--- src/hdl/kts_ram.sv ---
// Generic simple dual-port RAM with registered read.
`timescale 1ns / 1ps
module kts_ram #(
	parameter int Width = 32,
	parameter int Depth = 64
) (
	input  logic                     clk,
	input  logic                     we,
	input  logic [$clog2(Depth)-1:0] waddr,
	input  logic [Width-1:0]         wdata,
	input  logic [$clog2(Depth)-1:0] raddr,
	output logic [Width-1:0]         rdata
);
	logic [Width-1:0] mem [Depth];

	always_ff @(posedge clk) begin
		if (we) begin
			mem[waddr] <= wdata;
		end
		rdata <= mem[raddr];
	end
endmodule

--- config.mk ---
export PLATFORM = sky130hd
export DESIGN_NAME = kts_ram
export DESIGN_NICKNAME = d
export VERILOG_FILES = /design/src/hdl/kts_ram.sv
export SDC_FILE = /design/constraint.sdc
export NUM_CORES = 2
export LEC_CHECK = 0
export ABC_AREA = 1
export BUFFER_PORTS_ARGS = -buffer_cell sky130_fd_sc_hd__buf_2
export CAP_MARGIN = 20
export CORE_MARGIN = 4
export CORE_UTILIZATION = 25
export CTS_CLUSTER_DIAMETER = 200
export CTS_CLUSTER_SIZE = 28
export DETAILED_ROUTE_END_ITERATION = 16
export PLACE_DENSITY_LB_ADDON = 0.2
export RECOVER_POWER = 100
export SLEW_MARGIN = 10
export SYNTH_ARGS = -nofsm -noshare
export SYNTH_HDL_FRONTEND = slang
export SYNTH_SLANG_ARGS = --single-unit
--- constraint.sdc ---
create_clock -name clk -period 10.25 [get_ports clk]
set_clock_uncertainty 0.05 [all_clocks]
set_input_delay 1.025 -clock clk [delete_from_list [all_inputs] [get_ports clk]]
set_output_delay 1.025 -clock clk [all_outputs]
set_load 0.005 [all_outputs]
==> metrics.md <==
| Metric | Value |
|---|---|
| CP Cell Sequence | buf_8, buf_4, clkbuf_1, buf_4, nand2_1, nand3_1, nand3_1, nand2_1, nand2_1, nand3_1, nand3_1, nand2_1 |
| Int Power | 11.31 mW |
| Number of distinct library cell variants in the gate-level netlist after synthesis | 16 |
| Leakage power total | 29.68 nW |
| Fraction of power spent switching nets | 0.2395 |
| Number of buffers added for setup after CTS | 0 |
| Power, Total | 14.87 mW |
| Critical path launch point type | primary input |
| Part of the Yosys area used for sequential elements | 0.7510 |
| Clock Latency Late Sink | 770 ps |
| Boundary pin count | 78 |
| CTS HTree Levels | 3 |
| Detailed-route wire length | 281.0 mm |
| Net switching power | 3.561 mW |
| Clock Pin Slew Worst Setup and Hold Paths | 110 ps |
| Clock sink count | 2080 |
| Average via count per standard cell | 4.724 |
| Port Buffer Count | 77 |
| Fraction of layout instances using a drive strength above 1 | 0.03298 |
| Data required time of the critical path | 10910 ps |
| Ranking of synthesized cells by area | sky130_fd_sc_hd__edfxtp_1, sky130_fd_sc_hd__nand3_1, sky130_fd_sc_hd__nand2_1, sky130_fd_sc_hd__buf_2, sky130_fd_sc_hd__dfxtp_1 |
| Starting utilization of the core area | 0.2519 |
| Chip Height | 583.3 microns |
| Number of nets in the synthesized netlist | 6815 |
| Period utilisation layout | 0.6173 |
| Number of buffers created by CTS | 84 |
| Pwr/cell area | 165.3 nW/um^2 |
| Top Family by Delay on Critical Path | buffers and inverters |
| Top cells by instance count after synthesis | sky130_fd_sc_hd__nand2_1, sky130_fd_sc_hd__edfxtp_1, sky130_fd_sc_hd__nand3_1 |
| Post-synthesis area per instance | 12.22 sq um |
| Combinational power share | 0.072 |
| Setup Crit Path Kind | primary input to flip-flop |
| Number of endpoints failing setup at the final stage | 0 |
| Path type of the worst min-delay path | flip-flop to flip-flop |
| Clock tree from TritonCTS | yes |
| Fin Setup TNS | 0 ps |
| Result of the run | finished with violations |
| Synth-to-Final Area Change | 8.726% |
| Slowest-stage cell, CP | sky130_fd_sc_hd__clkbuf_1 |
| Share of Yosys cell area claimed by the top area cell type | 0.7433 |
| Relative slew slack | -1.650 |
| Number of antenna-violating nets in the routed design | 0 |
| Std-Cell Rows | 210 |
| Number of cells in the design after placement | 10902 |
| Post-cts repair resize count | 0 |
| Unrepaired setup endpoints after global routing | no |
| Number of enable flip-flop cells after synthesis | 2048 |
| Floorplan Core Area | 328400 sq um |
| HPWL after DPL | 143.1 mm |
| Ys flop type | sky130_fd_sc_hd__edfxtp_1 |
| Data arrival, critical path | 6990 ps |
| Hold-fix buffers, CTS | 0 |
| Sort of element at the end of the critical path | flip-flop |
| Filler cell count in the final layout | 33870 |
| Worst IR drop on VDD | 122.9 uV |
| Total of warnings raised by yosys | 0 |
| Cell area after technology mapping | 82740 sq um |
| Post-layout instance count excluding filler cells | 11057 |
| Clock root buffer | sky130_fd_sc_hd__clkbuf_16 |
| Sequential share of power | 0.638 |
| Count of mapped cells out of synthesis | 6769 |
| Final-report max-slew violation count | 4454 |
| Antenna violations before repair | 40 |
| Violated checks | capacitance limit, slew limit |
| Violation count after the first detailed-route iteration | 5418 |
| Area of the die | 340200 sq um |
| Max Cap Viol | 125 |
| Vias in the first global route | 50384 |
| Global-route wire length before repair | 396.9 mm |
| Final hold viol count | 0 |
| Final min period | 6328 ps |
| Routability congestion estimate from global placement | 0.7561 |
| Proportion of synthesized flip-flops having asynchronous set or reset | 0 |
| Buffers and inverters on the worst path | 4 |
| Number of buffers on the longest clock path | 3 |
| Critical path fanouts, max | 67 |
| Drc violations | 0 |
| Maximum number of pins on one net before global-route repair | 191 |
| Congestion Overflow GR | 0 |
| Post-DR wirelength/cell | 25.42 microns |
| Number of detailed-route iterations in the first pass | 7 |
| Layout Nets | 6688 |
| Critical Path Max Stage Delay | 2630 ps |
| Cell type with the highest aggregate area in the netlist | sky130_fd_sc_hd__edfxtp_1 |
| Vias | 52234 |
| Clock Power Share | 0.290 |
| Most common cell in the netlist | sky130_fd_sc_hd__nand2_1 |
| Final Core Density | 0.2739 |
| Fmax | 0.1580 GHz |
| Transition time at the pin with the least slew margin | 3975 ps |
| #FFs+latches synth | 2080 |
| Worst-case hold slack | 745.0 ps |
| DIE WIDTH | 583.3 microns |
| Aggregate global-route resource usage | 0.1607 |
-- flip-flops by register name (all words and copies together) (netlist names) --
| register | cells |
|---|---|
| mem | 2048 |
| rdata | 32 |
-- worst reg2reg max path, stage by stage (launching register included) --
cell and delay (ps):
sky130_fd_sc_hd__edfxtp_1 350, sky130_fd_sc_hd__nand2_1 60, sky130_fd_sc_hd__nand3_1 220, sky130_fd_sc_hd__nand3_1 100, sky130_fd_sc_hd__nand3_1 150, sky130_fd_sc_hd__nand3_1 210, sky130_fd_sc_hd__nand2_1 150, sky130_fd_sc_hd__nand2_1 220
sky130_fd_sc_hd__nand2_1 230
-- cell families after synthesis --
logic type             count (synthesis)  synth area share
buffers and inverters                461           0.02779
flip-flops                          2080            0.7510
AND/OR/NAND/NOR                     4228            0.2212
-- through the flow --
step                setup slack (ps)  area, sq um
finish                          3922        89960
detailed placement              5117        88180
floorplan                       5045        82740
global route                    3566        89940
CTS                             5975        90650
global placement                5104        88180
-- per-layer routing --
layer	wire, microns	global-route usage	vias to the layer above
met4	6693	0.03742	18
met2	136600	0.2749	1375
met5	95	0	-
li1	-	-	23716
met1	124400	0.2185	26876
met3	13270	0.01763	249
-- cells in the final DEF, fill, tap and decap left out, types with 5 or more instances in the layout --
master	instances
sky130_fd_sc_hd__clkbuf_1	196
sky130_fd_sc_hd__nand3_1	1907
sky130_fd_sc_hd__dfxtp_1	32
sky130_fd_sc_hd__clkbuf_16	88
sky130_fd_sc_hd__edfxtp_1	2048
sky130_fd_sc_hd__nor2_4	27
sky130_fd_sc_hd__buf_4	46
sky130_fd_sc_hd__inv_1	6
sky130_fd_sc_hd__buf_2	34
sky130_fd_sc_hd__nor2_1	29
sky130_fd_sc_hd__nand2_1	2248
sky130_fd_sc_hd__nand4_1	9
sky130_fd_sc_hd__buf_12	8
sky130_fd_sc_hd__diode_2	10
sky130_fd_sc_hd__nor4_1	5
-- final cells by class --
cell class | count | area, sq um | share of cell area
inverter | 12 | 83.83 | 0.0009319
sequential | 2080 | 62140 | 0.6908
clock buffer | 141 | 2401 | 0.02669
antenna | 10 | 25.02 | 0.0002782
multi-input combinational | 4228 | 18530 | 0.2060
tap | 4346 | 5438 | 0.06045
clock inverter | 4 | 65.06 | 0.0007233
timing repair buffer | 236 | 1276 | 0.01419
-- worst paths after layout --
| kind | startpoint | endpoint | slack (ps) | cells past startpoint |
|---|---|---|---|---|
| worst min-delay path | mem[4][23]$_DFFE_PP_ | rdata[23]$_DFF_P_ | 750 | 8 |
| worst min register to register | mem[4][23]$_DFFE_PP_ | rdata[23]$_DFF_P_ | 750 | 8 |
| worst max-delay path | raddr[0] | rdata[5]$_DFF_P_ | 3920 | 12 |
| worst max register to register | mem[51][4]$_DFFE_PP_ | rdata[4]$_DFF_P_ | 8460 | 8 |
-- power by group through the flow --
| stage | clock (mW) | sequential [mW] | combinational [mW] |
|---|---|---|---|
| 6_report | 4.31 | 9.49 | 1.07 |
| 5_1_grt | 4.73 | 9.50 | 1.18 |
| 4_1_cts | 4.45 | 9.47 | 1.11 |
| 3_5_place_dp | 0 | 9.66 | 1.11 |
| 3_3_place_gp | 0 | 9.66 | 1.10 |
| 2_1_floorplan | 0 | 9.61 | 0.578 |
Note: power is estimated with default switching activity, not from simulation.
